### config.mk
export PLATFORM = sky130hd
export DESIGN_NAME = http_request_head_parser
export DESIGN_NICKNAME = d
export VERILOG_FILES = /design/src/sv/hrp_pkg.sv /design/src/sv/http_request_head_parser.sv /design/src/sv/hrp_parse_core.sv /design/src/sv/hrp_out_stage.sv
export SDC_FILE = /design/constraint.sdc
export NUM_CORES = 1
export LEC_CHECK = 0
export ABC_AREA = 1
export BUFFER_PORTS_ARGS = -buffer_cell sky130_fd_sc_hd__buf_2
export CELL_PAD_IN_SITES_DETAIL_PLACEMENT = 0
export CELL_PAD_IN_SITES_GLOBAL_PLACEMENT = 2
export CORE_MARGIN = 1.5
export CORE_UTILIZATION = 37
export CTS_BUF_LIST = sky130_fd_sc_hd__clkbuf_8
export DETAILED_ROUTE_END_ITERATION = 8
export PLACE_DENSITY_LB_ADDON = 0.1
export SLEW_MARGIN = 20
export SYNTH_ARGS = -nofsm -noshare
export SYNTH_HDL_FRONTEND = slang
export SYNTH_SLANG_ARGS = --single-unit
### constraint.sdc
create_clock -name aclk -period 5.2 [get_ports aclk]
set_clock_uncertainty 0.2 [all_clocks]
set_input_delay 0.26 -clock aclk [delete_from_list [all_inputs] [get_ports aclk]]
set_output_delay 0.26 -clock aclk [all_outputs]
set_load 0.03 [all_outputs]
### src/sv/hrp_pkg.sv
`default_nettype none

package hrp_pkg;

    localparam int BYTE_W     = 8;
    localparam int IN_TDATA_W = 8;
    localparam int RES_W      = 14;
    localparam int OUT_TDATA_W = 16;

    localparam logic [7:0] CH_CR    = 8'h0D;
    localparam logic [7:0] CH_LF    = 8'h0A;
    localparam logic [7:0] CH_SPACE = 8'h20;
    localparam logic [7:0] CH_TAB   = 8'h09;
    localparam logic [7:0] CH_COLON = 8'h3A;
    localparam logic [7:0] CH_SLASH = 8'h2F;
    localparam logic [7:0] CH_NUL   = 8'h00;

    localparam logic [2:0] GET_LEN  = 3'd3;
    localparam logic [2:0] POST_LEN = 3'd4;
    localparam logic [2:0] METH_SAT = 3'd5;
    localparam logic [3:0] VER_LEN  = 4'd8;
    localparam logic [3:0] VER_SAT  = 4'd9;
    localparam logic [3:0] KEY_LEN  = 4'd10;
    localparam logic [3:0] KEY_SAT  = 4'd11;
    localparam logic [3:0] VAL_LEN  = 4'd10;
    localparam logic [3:0] VAL_SAT  = 4'd11;
    localparam logic [1:0] PATH_SAT = 2'd2;

    typedef enum logic [1:0] {
        STATUS_INCOMPLETE = 2'd0,
        STATUS_DONE       = 2'd1,
        STATUS_ERROR      = 2'd2
    } status_t;

    typedef enum logic [3:0] {
        PH_REQ  = 4'b0001,
        PH_HDR  = 4'b0010,
        PH_DONE = 4'b0100,
        PH_ERR  = 4'b1000
    } phase_t;

    typedef enum logic [4:0] {
        STEP_METHOD = 5'b00001,
        STEP_GAP1   = 5'b00010,
        STEP_PATH   = 5'b00100,
        STEP_GAP2   = 5'b01000,
        STEP_VER    = 5'b10000
    } step_t;

    typedef struct packed {
        phase_t     phase;
        step_t      step;
        logic       cr_pending;
        logic       line_truncated;
        logic       line_empty;
        logic [2:0] method_pos;
        logic       get_mismatch;
        logic       post_mismatch;
        logic [1:0] path_len;
        logic       root_path;
        logic [3:0] version_pos;
        logic       version_mismatch;
        logic       colon_seen;
        logic [3:0] key_pos;
        logic       key_mismatch;
        logic       value_started;
        logic [3:0] value_pos;
        logic       value_mismatch;
        logic       keep_alive;
        logic       post;
    } state_t;

    localparam state_t STATE_RESET = '{
        phase:            PH_REQ,
        step:             STEP_METHOD,
        cr_pending:       1'b0,
        line_truncated:   1'b0,
        line_empty:       1'b1,
        method_pos:       3'd0,
        get_mismatch:     1'b0,
        post_mismatch:    1'b0,
        path_len:         2'd0,
        root_path:        1'b0,
        version_pos:      4'd0,
        version_mismatch: 1'b0,
        colon_seen:       1'b0,
        key_pos:          4'd0,
        key_mismatch:     1'b0,
        value_started:    1'b0,
        value_pos:        4'd0,
        value_mismatch:   1'b0,
        keep_alive:       1'b0,
        post:             1'b0
    };

    typedef struct packed {
        logic       path_is_root;
        logic       path_byte_valid;
        logic [7:0] path_byte;
        logic       keep_alive;
        logic       method_is_post;
        status_t    status;
    } result_t;

    function automatic logic [7:0] to_upper(input logic [7:0] c);
        if (c >= 8'h61 && c <= 8'h7A) begin
            return c - 8'h20;
        end
        return c;
    endfunction

    function automatic logic [7:0] get_char(input logic [2:0] pos);
        case (pos)
            3'd0:    return 8'h47;
            3'd1:    return 8'h45;
            3'd2:    return 8'h54;
            default: return 8'h00;
        endcase
    endfunction

    function automatic logic [7:0] post_char(input logic [2:0] pos);
        case (pos)
            3'd0:    return 8'h50;
            3'd1:    return 8'h4F;
            3'd2:    return 8'h53;
            3'd3:    return 8'h54;
            default: return 8'h00;
        endcase
    endfunction

    function automatic logic [7:0] ver_char(input logic [3:0] pos);
        case (pos)
            4'd0:    return 8'h48;
            4'd1:    return 8'h54;
            4'd2:    return 8'h54;
            4'd3:    return 8'h50;
            4'd4:    return 8'h2F;
            4'd5:    return 8'h31;
            4'd6:    return 8'h2E;
            4'd7:    return 8'h31;
            default: return 8'h00;
        endcase
    endfunction

    function automatic logic [7:0] key_char(input logic [3:0] pos);
        case (pos)
            4'd0:    return 8'h43;
            4'd1:    return 8'h6F;
            4'd2:    return 8'h6E;
            4'd3:    return 8'h6E;
            4'd4:    return 8'h65;
            4'd5:    return 8'h63;
            4'd6:    return 8'h74;
            4'd7:    return 8'h69;
            4'd8:    return 8'h6F;
            4'd9:    return 8'h6E;
            default: return 8'h00;
        endcase
    endfunction

    function automatic logic [7:0] val_char(input logic [3:0] pos);
        case (pos)
            4'd0:    return 8'h4B;
            4'd1:    return 8'h45;
            4'd2:    return 8'h45;
            4'd3:    return 8'h50;
            4'd4:    return 8'h2D;
            4'd5:    return 8'h41;
            4'd6:    return 8'h4C;
            4'd7:    return 8'h49;
            4'd8:    return 8'h56;
            4'd9:    return 8'h45;
            default: return 8'h00;
        endcase
    endfunction

endpackage

`default_nettype wire

### src/sv/http_request_head_parser.sv
`default_nettype none
// Channel   Dir  Handshake          Payload
// s_        in   s_tvalid/s_tready  tdata: data_byte; tuser: first_byte
// m_        out  m_tvalid/m_tready  tdata: status, method_is_post, keep_alive,
//                                   path_byte, path_byte_valid, path_is_root
//
// One byte per cycle while s_tready is high; each byte gives one result word in the cycle after it is taken.
// The parse state updates in the same cycle a byte is taken; the result register
// is the only register between a taken byte and its result word.
// aresetn is synchronous, active low; it clears the parse state and the result valid.
// s_tready stays high while the result register is empty or being drained.

module http_request_head_parser
    import hrp_pkg::*;
(
    input  wire logic                   aclk,
    input  wire logic                   aresetn,
    input  wire logic                   s_tvalid,
    output logic                        s_tready,
    input  wire logic [IN_TDATA_W-1:0]  s_tdata,   // [7:0] data_byte
    input  wire logic                   s_tuser,   // [0] first_byte
    output logic                        m_tvalid,
    input  wire logic                   m_tready,
    output logic [OUT_TDATA_W-1:0]      m_tdata    // [1:0] status, [2] method_is_post,
                                                   // [3] keep_alive, [11:4] path_byte,
                                                   // [12] path_byte_valid,
                                                   // [13] path_is_root, [15:14] zero
);

    logic    accept;
    result_t res_next;

    assign accept = s_tvalid && s_tready;

    hrp_parse_core u_core (
        .aclk       (aclk),
        .aresetn    (aresetn),
        .accept     (accept),
        .data_byte  (s_tdata[BYTE_W-1:0]),
        .first_byte (s_tuser),
        .res_next   (res_next)
    );

    hrp_out_stage u_out (
        .aclk     (aclk),
        .aresetn  (aresetn),
        .load     (accept),
        .res_next (res_next),
        .ready    (s_tready),
        .m_tvalid (m_tvalid),
        .m_tready (m_tready),
        .m_tdata  (m_tdata)
    );

endmodule

`default_nettype wire

### src/sv/hrp_parse_core.sv
`default_nettype none

module hrp_parse_core
    import hrp_pkg::*;
(
    input  wire logic       aclk,
    input  wire logic       aresetn,
    input  wire logic       accept,
    input  wire logic [7:0] data_byte,
    input  wire logic       first_byte,
    output result_t         res_next
);

    state_t     st_reg;
    state_t     st_next;
    logic       is_blank;
    logic [7:0] cu;
    logic       path_ok;
    logic       line_done;
    logic       is_get;
    logic       is_post;
    logic       ver_ok;
    logic       root_ok;

    assign is_blank = (data_byte == CH_SPACE) || (data_byte == CH_TAB);
    assign cu       = to_upper(data_byte);

    always_comb begin
        st_next   = first_byte ? STATE_RESET : st_reg;
        path_ok   = 1'b0;
        line_done = 1'b0;
        is_get    = 1'b0;
        is_post   = 1'b0;
        ver_ok    = 1'b0;

        if (st_next.phase == PH_REQ || st_next.phase == PH_HDR) begin
            if (st_next.cr_pending) begin
                st_next.cr_pending = 1'b0;
                if (data_byte == CH_LF) begin
                    line_done = 1'b1;
                end else begin
                    st_next.phase = PH_ERR;
                end
            end else if (data_byte == CH_CR) begin
                st_next.cr_pending = 1'b1;
            end else if (data_byte == CH_LF) begin
                st_next.phase = PH_ERR;
            end else if (!st_next.line_truncated) begin
                if (data_byte == CH_NUL) begin
                    st_next.line_truncated = 1'b1;
                end else begin
                    st_next.line_empty = 1'b0;
                    if (st_next.phase == PH_REQ) begin
                        unique case (st_next.step)
                            STEP_METHOD: begin
                                if (is_blank) begin
                                    st_next.step = STEP_GAP1;
                                end else begin
                                    if (st_next.method_pos >= GET_LEN ||
                                        cu != get_char(st_next.method_pos)) begin
                                        st_next.get_mismatch = 1'b1;
                                    end
                                    if (st_next.method_pos >= POST_LEN ||
                                        cu != post_char(st_next.method_pos)) begin
                                        st_next.post_mismatch = 1'b1;
                                    end
                                    if (st_next.method_pos < METH_SAT) begin
                                        st_next.method_pos = st_next.method_pos + 3'd1;
                                    end
                                end
                            end
                            STEP_GAP1, STEP_PATH: begin
                                if (is_blank) begin
                                    if (st_next.step == STEP_PATH) begin
                                        st_next.step = STEP_GAP2;
                                    end
                                end else begin
                                    st_next.step      = STEP_PATH;
                                    st_next.root_path = (st_next.path_len == 2'd0) &&
                                                        (data_byte == CH_SLASH);
                                    if (st_next.path_len < PATH_SAT) begin
                                        st_next.path_len = st_next.path_len + 2'd1;
                                    end
                                    path_ok = 1'b1;
                                end
                            end
                            STEP_GAP2, STEP_VER: begin
                                if (!(st_next.step == STEP_GAP2 && is_blank)) begin
                                    st_next.step = STEP_VER;
                                    if (st_next.version_pos >= VER_LEN ||
                                        cu != ver_char(st_next.version_pos)) begin
                                        st_next.version_mismatch = 1'b1;
                                    end
                                    if (st_next.version_pos < VER_SAT) begin
                                        st_next.version_pos = st_next.version_pos + 4'd1;
                                    end
                                end
                            end
                            default: begin
                                st_next.step = st_next.step;
                            end
                        endcase
                    end else begin
                        if (!st_next.colon_seen) begin
                            if (data_byte == CH_COLON) begin
                                st_next.colon_seen = 1'b1;
                            end else begin
                                if (st_next.key_pos >= KEY_LEN ||
                                    data_byte != key_char(st_next.key_pos)) begin
                                    st_next.key_mismatch = 1'b1;
                                end
                                if (st_next.key_pos < KEY_SAT) begin
                                    st_next.key_pos = st_next.key_pos + 4'd1;
                                end
                            end
                        end else if (st_next.value_started || !is_blank) begin
                            st_next.value_started = 1'b1;
                            if (st_next.value_pos >= VAL_LEN ||
                                cu != val_char(st_next.value_pos)) begin
                                st_next.value_mismatch = 1'b1;
                            end
                            if (st_next.value_pos < VAL_SAT) begin
                                st_next.value_pos = st_next.value_pos + 4'd1;
                            end
                        end
                    end
                end
            end
        end

        if (line_done) begin
            if (st_next.phase == PH_REQ) begin
                is_get  = (st_next.method_pos == GET_LEN) && !st_next.get_mismatch;
                is_post = (st_next.method_pos == POST_LEN) && !st_next.post_mismatch;
                ver_ok  = (st_next.step == STEP_VER) && (st_next.version_pos == VER_LEN) &&
                          !st_next.version_mismatch;
                if ((is_get || is_post) && ver_ok) begin
                    st_next.post  = is_post;
                    st_next.phase = PH_HDR;
                end else begin
                    st_next.phase = PH_ERR;
                end
            end else begin
                if (st_next.line_empty) begin
                    st_next.phase = PH_DONE;
                end else if (!st_next.colon_seen) begin
                    st_next.phase = PH_ERR;
                end else if (st_next.key_pos == KEY_LEN && !st_next.key_mismatch) begin
                    st_next.keep_alive = (st_next.value_pos == VAL_LEN) &&
                                         !st_next.value_mismatch;
                end
            end
            st_next.line_truncated = 1'b0;
            st_next.line_empty     = 1'b1;
            st_next.colon_seen     = 1'b0;
            st_next.key_pos        = 4'd0;
            st_next.key_mismatch   = 1'b0;
            st_next.value_started  = 1'b0;
            st_next.value_pos      = 4'd0;
            st_next.value_mismatch = 1'b0;
        end
    end

    assign root_ok = (st_next.phase == PH_HDR) || (st_next.phase == PH_DONE) ||
                     ((st_next.phase == PH_ERR) && st_next.post);

    always_comb begin
        res_next.status = (st_next.phase == PH_DONE) ? STATUS_DONE :
                          (st_next.phase == PH_ERR)  ? STATUS_ERROR : STATUS_INCOMPLETE;
        res_next.method_is_post  = (st_next.phase != PH_REQ) && st_next.post;
        res_next.keep_alive      = st_next.keep_alive;
        res_next.path_byte       = path_ok ? data_byte : 8'h00;
        res_next.path_byte_valid = path_ok;
        res_next.path_is_root    = root_ok && st_next.root_path;
    end

    always_ff @(posedge aclk) begin
        if (!aresetn) begin
            st_reg <= STATE_RESET;
        end else if (accept) begin
            st_reg <= st_next;
        end
    end

    assert property (@(posedge aclk) disable iff (!aresetn)
        accept && path_ok |=> st_reg.phase == PH_REQ && st_reg.step == STEP_PATH)
        else $error("path byte emitted outside the path token");

    assert property (@(posedge aclk) disable iff (!aresetn)
        accept && !first_byte && (st_reg.phase == PH_DONE || st_reg.phase == PH_ERR)
        |=> st_reg == $past(st_reg))
        else $error("finished request changed without a first byte");

    assert property (@(posedge aclk) disable iff (!aresetn)
        (st_reg.phase == PH_DONE || st_reg.phase == PH_ERR) |-> !st_reg.cr_pending)
        else $error("carriage return pending after the head ended");

    assert property (@(posedge aclk) disable iff (!aresetn)
        !accept |=> $stable(st_reg))
        else $error("parser state moved without an accepted word");

endmodule

`default_nettype wire

### src/sv/hrp_out_stage.sv
`default_nettype none

module hrp_out_stage
    import hrp_pkg::*;
(
    input  wire logic                   aclk,
    input  wire logic                   aresetn,
    input  wire logic                   load,
    input  wire result_t                res_next,
    output logic                        ready,
    output logic                        m_tvalid,
    input  wire logic                   m_tready,
    output logic [OUT_TDATA_W-1:0]      m_tdata
);

    logic    valid_reg;
    result_t res_reg;

    assign ready    = !valid_reg || m_tready;
    assign m_tvalid = valid_reg;
    assign m_tdata  = {{(OUT_TDATA_W - RES_W){1'b0}}, res_reg};

    always_ff @(posedge aclk) begin
        if (!aresetn) begin
            valid_reg <= 1'b0;
        end else if (ready) begin
            valid_reg <= load;
        end
    end

    always_ff @(posedge aclk) begin
        if (load) begin
            res_reg <= res_next;
        end
    end

endmodule

`default_nettype wire
==> impl_metrics.json, run 1 <==
{
  "status": "completed",
  "swShare_pct": 36.0,
  "dp_hpwl_mm": 10.8,
  "die_area_mm2": 0.0133,
  "end_kind": "flop",
  "placed_area_mm2": 0.00491,
  "clk_pin_slew_ns": 0.11,
  "cts_tree": "built",
  "yosysUniqueCellTypes": 44,
  "ys_async_sr_fraction_pct": 0,
  "path_class": "in2reg",
  "yosysMostFrequentCell": "nand2_1",
  "via_per_inst": 5.09,
  "htree_levels": 2,
  "regToRegSetupSlack_ns": 1.77,
  "reg2reg_depth": 15,
  "io_pins": 31,
  "synthTopCellsByArea": "dfxtp_1 17%, nand2_1 15%, edfxtp_1 9.0%, inv_1 8.2%, nor2_1 7.6%",
  "slowest_delay_ns": 0.42,
  "postSynthCellCount": 756,
  "fmax_mhz": 284,
  "rsz0062_at_grt": "false",
  "antenna_found_initial": 0,
  "yosys.area.top_type_share_pct": 17.2,
  "wl_per_cell_um": 15.1,
  "min_to": "u_out.m_tvalid",
  "leakage_nw": 2.46,
  "drt-pass1-iter-count": 5,
  "grt_pass1_wl_mm": 22.8,
  "stdcell_area_mm2": 0.00502,
  "setup_viol": 0,
  "finalCritPeriodShare_pct": 67.7,
  "postCtsSetupBuffers": 0,
  "total_power_mw": 1.06,
  "synth.avg_cell_area_um2": 6.17,
  "start_util_pct": 38.3,
  "worstPathCellList": "buf_2, inv_2, nand2_1, nor2_1, nand2_1, nand2_1, nand2_1, inv_1, nand3_1, nand2_1, nor2_1, nand2_1, nor2_2, nand4_1, nand3_1, nor2_2, nor2_1, a21oi_1",
  "drive_above_1_share_pct": 10.6,
  "vias": 4785,
  "core_area_mm2": 0.0122,
  "largest_reg_flops": 39,
  "utilization_pct": 41.3,
  "cell_internal_pwr_uw": 682,
  "cp-startpoint": "s_tuser",
  "pwr_density_cell_mw_per_mm2": 212,
  "drt_iter0_markers": 317,
  "ant_nets": 0,
  "final_cells": 940,
  "switching_power_uw": 383,
  "grt_start_max_net_pins": 39,
  "r2r-start": "u_core.st_reg[29]",
  "tightest_slew_ns": 0.941,
  "cp_common_cell": "nand2_1",
  "hold_buffers": 0,
  "finalCriticalPeriod_ns": 3.52,
  "wirelength_mm": 14.2,
  "numCtsBuffers": 5,
  "reg2reg_to": "u_out.m_tdata[13]",
  "dp_cells": 932,
  "yosys.area.top_type": "dfxtp_1",
  "gp_congestion": 0.879,
  "max_cap_violations": 0,
  "cts_resized": 0,
  "num-nets-final": 809,
  "clock-sinks": 54,
  "slew_headroom_pct": 37.1,
  "gr-total-overflow": 0,
  "synth-seq-cells": 54,
  "slew_viol_final": 0,
  "port_buffers": 28,
  "synth_area_mm2": 0.00466,
  "area_delta_synth_final_pct": 7.65,
  "clk_path_buf_depth": 2,
  "synth_common_cells": "189 x nand2_1, 102 x inv_1, 95 x nor2_1",
  "drc": 0,
  "grt_pass1_vias": 4464,
  "synth_edf_count": 14,
  "n_antenna_cell": 0,
  "hold_violations": 0,
  "rows": 40,
  "worstPathRequired_ns": 5.10,
  "path_max_fanout": 24,
  "seq_power_share_pct": 44.0,
  "comb_power_share_pct": 27.7,
  "clock_latency_ns": 0.33,
  "grt_use_total_pct": 22.3,
  "synth_seq_area_share_pct": 26.2,
  "die_x_um": 115,
  "setup_tns_ns": 0,
  "cp.arrival_ns": 3.42,
  "min_path_type": "in2reg",
  "ir_worst_vdd_v": 0.000123,
  "synthFlopType": "dfxtp_1",
  "root_buffer": "clkbuf_8",
  "yosys_warnings": 0,
  "worstSetupStartpointType": "input port",
  "die_y_um": 115,
  "min_from": "m_tready",
  "power.share.clock_pct": 28.4,
  "hold_path_depth": 4,
  "critPathSlowestCell": "nand3_1"
}
-- cells by family (layout without fill, tap and decap cells) --
| group | count (synthesis) | count (layout) | synth area share, % |
|---|---|---|---|
| AND/OR/NAND/NOR | 392 | 392 | 36.6 |
| XOR/XNOR | 16 | 16 | 3.01 |
| flip-flops | 54 | 54 | 26.2 |
| adder cells (fa/ha/maj) | 25 | 25 | 6.71 |
| other | 1 | 2 | 0.0804 |
| AO/OA/AOI/OAI | 128 | 128 | 15.4 |
| buffers and inverters | 140 | 155 | 12.1 |
-- metrics by stage --
stage          hold WS, ns  setup WS, ns
4_1_cts            0.00362          1.69
2_1_floorplan        0.198          2.33
5_1_grt             0.0544          1.31
3_5_place_dp         0.258          1.31
3_3_place_gp         0.253          1.41
6_report            0.0172          1.68
-- worst max path at each step --
stage | endpoint | slack (ns) | depth (start not counted)
after detailed placement | u_out.m_tdata[2] | 1.31 | 16
after global routing | u_out.m_tdata[2] | 1.31 | 16
after floorplan | u_out.m_tdata[2] | 2.33 | 21
final | u_out.m_tdata[13] | 1.68 | 18
after CTS | u_out.m_tdata[2] | 1.69 | 16
after global placement | u_out.m_tdata[2] | 1.41 | 22
-- worst max-delay path, delay by kind of cell --
family | cells | cell delay, ns
AO/OA/AOI/OAI | 1 | 0.07
buffers and inverters | 3 | 0.86
AND/OR/NAND/NOR | 14 | 2.19
-- cell type report --
class | instances | area [µm²]
Multi-Input combinational cell | 563 | 2880
Fill cell | 1366 | 7140
Clock inverter | 3 | 41.3
Inverter | 117 | 439
Sequential cell | 54 | 1220
Clock buffer | 5 | 68.8
Tap cell | 168 | 210
Timing Repair Buffer | 30 | 155
-- metal layers --
layer	global-route usage (%)	share of wire, %	vias to the layer above
met3	2.37	4.3	10
li1	-	-	2454
met1	30.4	48	2204
met2	38.1	47	117
met4	5.10	0.84	0
met5	0	0	-
-- power by group through the flow --
stage / Combinational [mW] / Sequential, mW / Clock [mW]
after floorplan: 0.211 / 0.487 / 0
after global placement: 0.297 / 0.477 / 0
after detailed placement: 0.295 / 0.477 / 0
after CTS: 0.296 / 0.468 / 0.315
after global routing: 0.335 / 0.471 / 0.324
final: 0.295 / 0.468 / 0.302
-- cell usage in the layout, fill, tap and decap left out, types with 2 or more instances in the layout --
master | Yosys | layout
inv_1 | 102 | 103
a31oi_1 | 4 | 4
xor2_1 | 15 | 15
o22ai_1 | 2 | 2
o21bai_1 | 2 | 2
edfxtp_1 | 14 | 14
a21oi_1 | 57 | 57
o31ai_1 | 3 | 3
nor3_1 | 8 | 8
nand2_2 | 13 | 13
clkinv_1 | 2 | 2
clkbuf_8 | 0 | 5
o211ai_1 | 8 | 8
o21ai_2 | 2 | 2
o21ai_1 | 6 | 6
nor2_4 | 4 | 4
nand2_1 | 189 | 189
a21oi_2 | 2 | 2
nor4_1 | 2 | 2
nor3_2 | 3 | 3
o21ai_0 | 35 | 35
dfxtp_1 | 40 | 40
nor2_2 | 5 | 5
a211oi_1 | 4 | 4
inv_2 | 13 | 13
ha_1 | 25 | 25
nor2_1 | 95 | 95
conb_1 | 1 | 2
nand3_1 | 52 | 52
buf_4 | 7 | 2
nand4_1 | 15 | 15
buf_2 | 2 | 28
No activity file was read; power rests on OpenSTA's default activity.
==> inputs of run 2 (changes only) <==
--- a/config.mk
+++ b/config.mk
@@ -10,7 +10,7 @@
 export CELL_PAD_IN_SITES_DETAIL_PLACEMENT = 0
 export CELL_PAD_IN_SITES_GLOBAL_PLACEMENT = 2
 export CORE_MARGIN = 1.5
-export CORE_UTILIZATION = 37
+export CORE_UTILIZATION = 31
 export CTS_BUF_LIST = sky130_fd_sc_hd__clkbuf_8
 export DETAILED_ROUTE_END_ITERATION = 8
 export PLACE_DENSITY_LB_ADDON = 0.1
==> constraint.sdc (replaced) <==
create_clock -name aclk -period 3.05 [get_ports aclk]
set_clock_uncertainty 0.2 [all_clocks]
set_input_delay 0.1525 -clock aclk [delete_from_list [all_inputs] [get_ports aclk]]
set_output_delay 0.1525 -clock aclk [all_outputs]
set_load 0.03 [all_outputs]
==> impl_metrics.json, run 2 (synthesis results as in run 1) <==
{
  "root_buffer": "clkbuf_8",
  "drive_above_1_share_pct": 22.7,
  "max_cap_violations": 0,
  "path_buf_inv": 3,
  "stdcell_area_mm2": 0.00578,
  "drt-pass1-iter-count": 5,
  "worstSetupStartpointType": "flop",
  "worstPathRequired_ns": 3.06,
  "rsz0062_at_grt": "true",
  "port_buffers": 28,
  "clk_path_buf_depth": 2,
  "clock_latency_ns": 0.34,
  "cp.arrival_ns": 3.02,
  "setup_tns_ns": 0,
  "pwr_density_cell_mw_per_mm2": 329,
  "tightest_slew_ns": 0.591,
  "grt_pass1_wl_mm": 24.9,
  "fin_ws_ns": 0.0360,
  "antenna_found_initial": 0,
  "layout_commonest_cell": "nand2_1",
  "rows": 44,
  "grt_pass1_vias": 4803,
  "grt_start_max_net_pins": 41,
  "via_per_inst": 4.84,
  "core_area_mm2": 0.0146,
  "finalCritPeriodShare_pct": 98.8,
  "leakage_nw": 2.87,
  "pre_cts_ws_ns": -0.120,
  "die_x_um": 126,
  "numCtsBuffers": 5,
  "cts_tree": "built",
  "critPathSlowestCell": "dfxtp_2",
  "wl_met1_mm": 7.54,
  "start_util_pct": 32.0,
  "min_path_type": "in2reg",
  "wl_per_cell_um": 14.8,
  "path_max_fanout": 3,
  "whs_ns": 0.0402,
  "largest_reg_flops": 39,
  "utilization_pct": 39.6,
  "slew_viol_final": 0,
  "layout_common_cells": "183 x nand2_1, 94 x inv_1, 92 x nor2_1, 82 x buf_4, 53 x a21oi_1",
  "area_delta_synth_final_pct": 23.9,
  "fmax_mhz": 332,
  "wl_met3_um": 414,
  "hold_violations": 0,
  "die_y_um": 126,
  "wl_met2_mm": 7.32,
  "dp_hpwl_mm": 11.9,
  "ant_nets": 0,
  "finalCriticalPeriod_ns": 3.01,
  "worstPathCellList": "inv_2, nor2_4, inv_2, ha_4, inv_2, nand2_2, nand3_2, xor2_1, nor2_1, nand2_1, nor2_1, nand3_1, nand2_1, nand2_2, nor2_4, nand4_1, nand2_2, nand2_1, nor2_1, nor2_1, a21oi_1",
  "vias": 5030,
  "drt_iter0_markers": 237,
  "clk_pin_slew_ns": 0.13,
  "n_antenna_cell": 0,
  "cp_common_cell": "nor2_1",
  "gp_congestion": 0.903,
  "die_area_mm2": 0.0158,
  "path_delay_family": "simple AND/OR/NAND/NOR gates",
  "clock-sinks": 54,
  "grt_use_total_pct": 19.7,
  "slew_headroom_pct": 60.5,
  "num-nets-final": 892,
  "ir_worst_vdd_v": 0.000201,
  "io_pins": 31,
  "drc": 0,
  "status": "completed",
  "htree_levels": 2,
  "placed_area_mm2": 0.00548,
  "slowest_delay_ns": 0.36,
  "end_kind": "flop",
  "gr-total-overflow": 0,
  "top_layer": "met4",
  "setup_viol": 0,
  "wirelength_mm": 15.4,
  "path_class": "reg2reg"
}
## run 2: cell types whose count changed in the layout (fill, tap and decap cells not counted), moves of 4 or more
cell     before  now
nand2_2      13   18
nor2_4        4    8
buf_4         2   82
inv_1       103   94
a21oi_2       2    6
a21oi_1      57   53
nand2_1     189  183
inv_2        13   18
## run 2: cell type report
class,instances,area [µm²]
clock buffers,5,68.8
clock inverters,3,28.8
repair buffers,113,786
multi-input cells,563,2990
inverters,117,447
well taps,184,230
flip-flops and latches,54,1220
fillers,1595,8810
## run 2: worst min-delay path, cell delays in order
cell	delay, ns
buf_2	0.13
inv_1	0.09
nor2_1	0.10
## run 2: power by group
group	switching, mW	internal, mW	total [mW]
Clock	0.308	0.172	0.480
Combinational	0.392	0.228	0.620
Sequential	0.0231	0.775	0.799
## run 2: worst paths after layout
check / endpoint / start / slack, ns / cells after the start
max: u_out.m_tdata[13] / u_core.st_reg[16] / 0.04 / 21
min: u_out.m_tdata[11] / s_tdata[7] / 0.04 / 3
max reg2reg: u_out.m_tdata[13] / u_core.st_reg[16] / 0.04 / 21
min reg2reg: u_core.st_reg[21] / u_core.st_reg[21] / 0.27 / 2
## run 2: repair_timing
action	in CTS	in global routing
resized for setup	7	36
pin swaps	4	22
buffers inserted	1	6
hold buffers	3	0
endpoints found under the hold margin	3	0
setup endpoints to repair	3	7
## run 2: routing by layer
metal | GRT usage, % | vias to the layer above
met5 | 0 | -
met4 | 3.88 | 0
met3 | 2.21 | 9
met2 | 33.8 | 67
met1 | 26.8 | 2329
li1 | - | 2625
## run 2: stage by stage
step                power, mW  instances
finish                   1.90       1039
global route             2.03       1039
CTS                      1.90       1033
detailed placement       1.40       1021
global placement         1.40       1021
floorplan                1.19        757
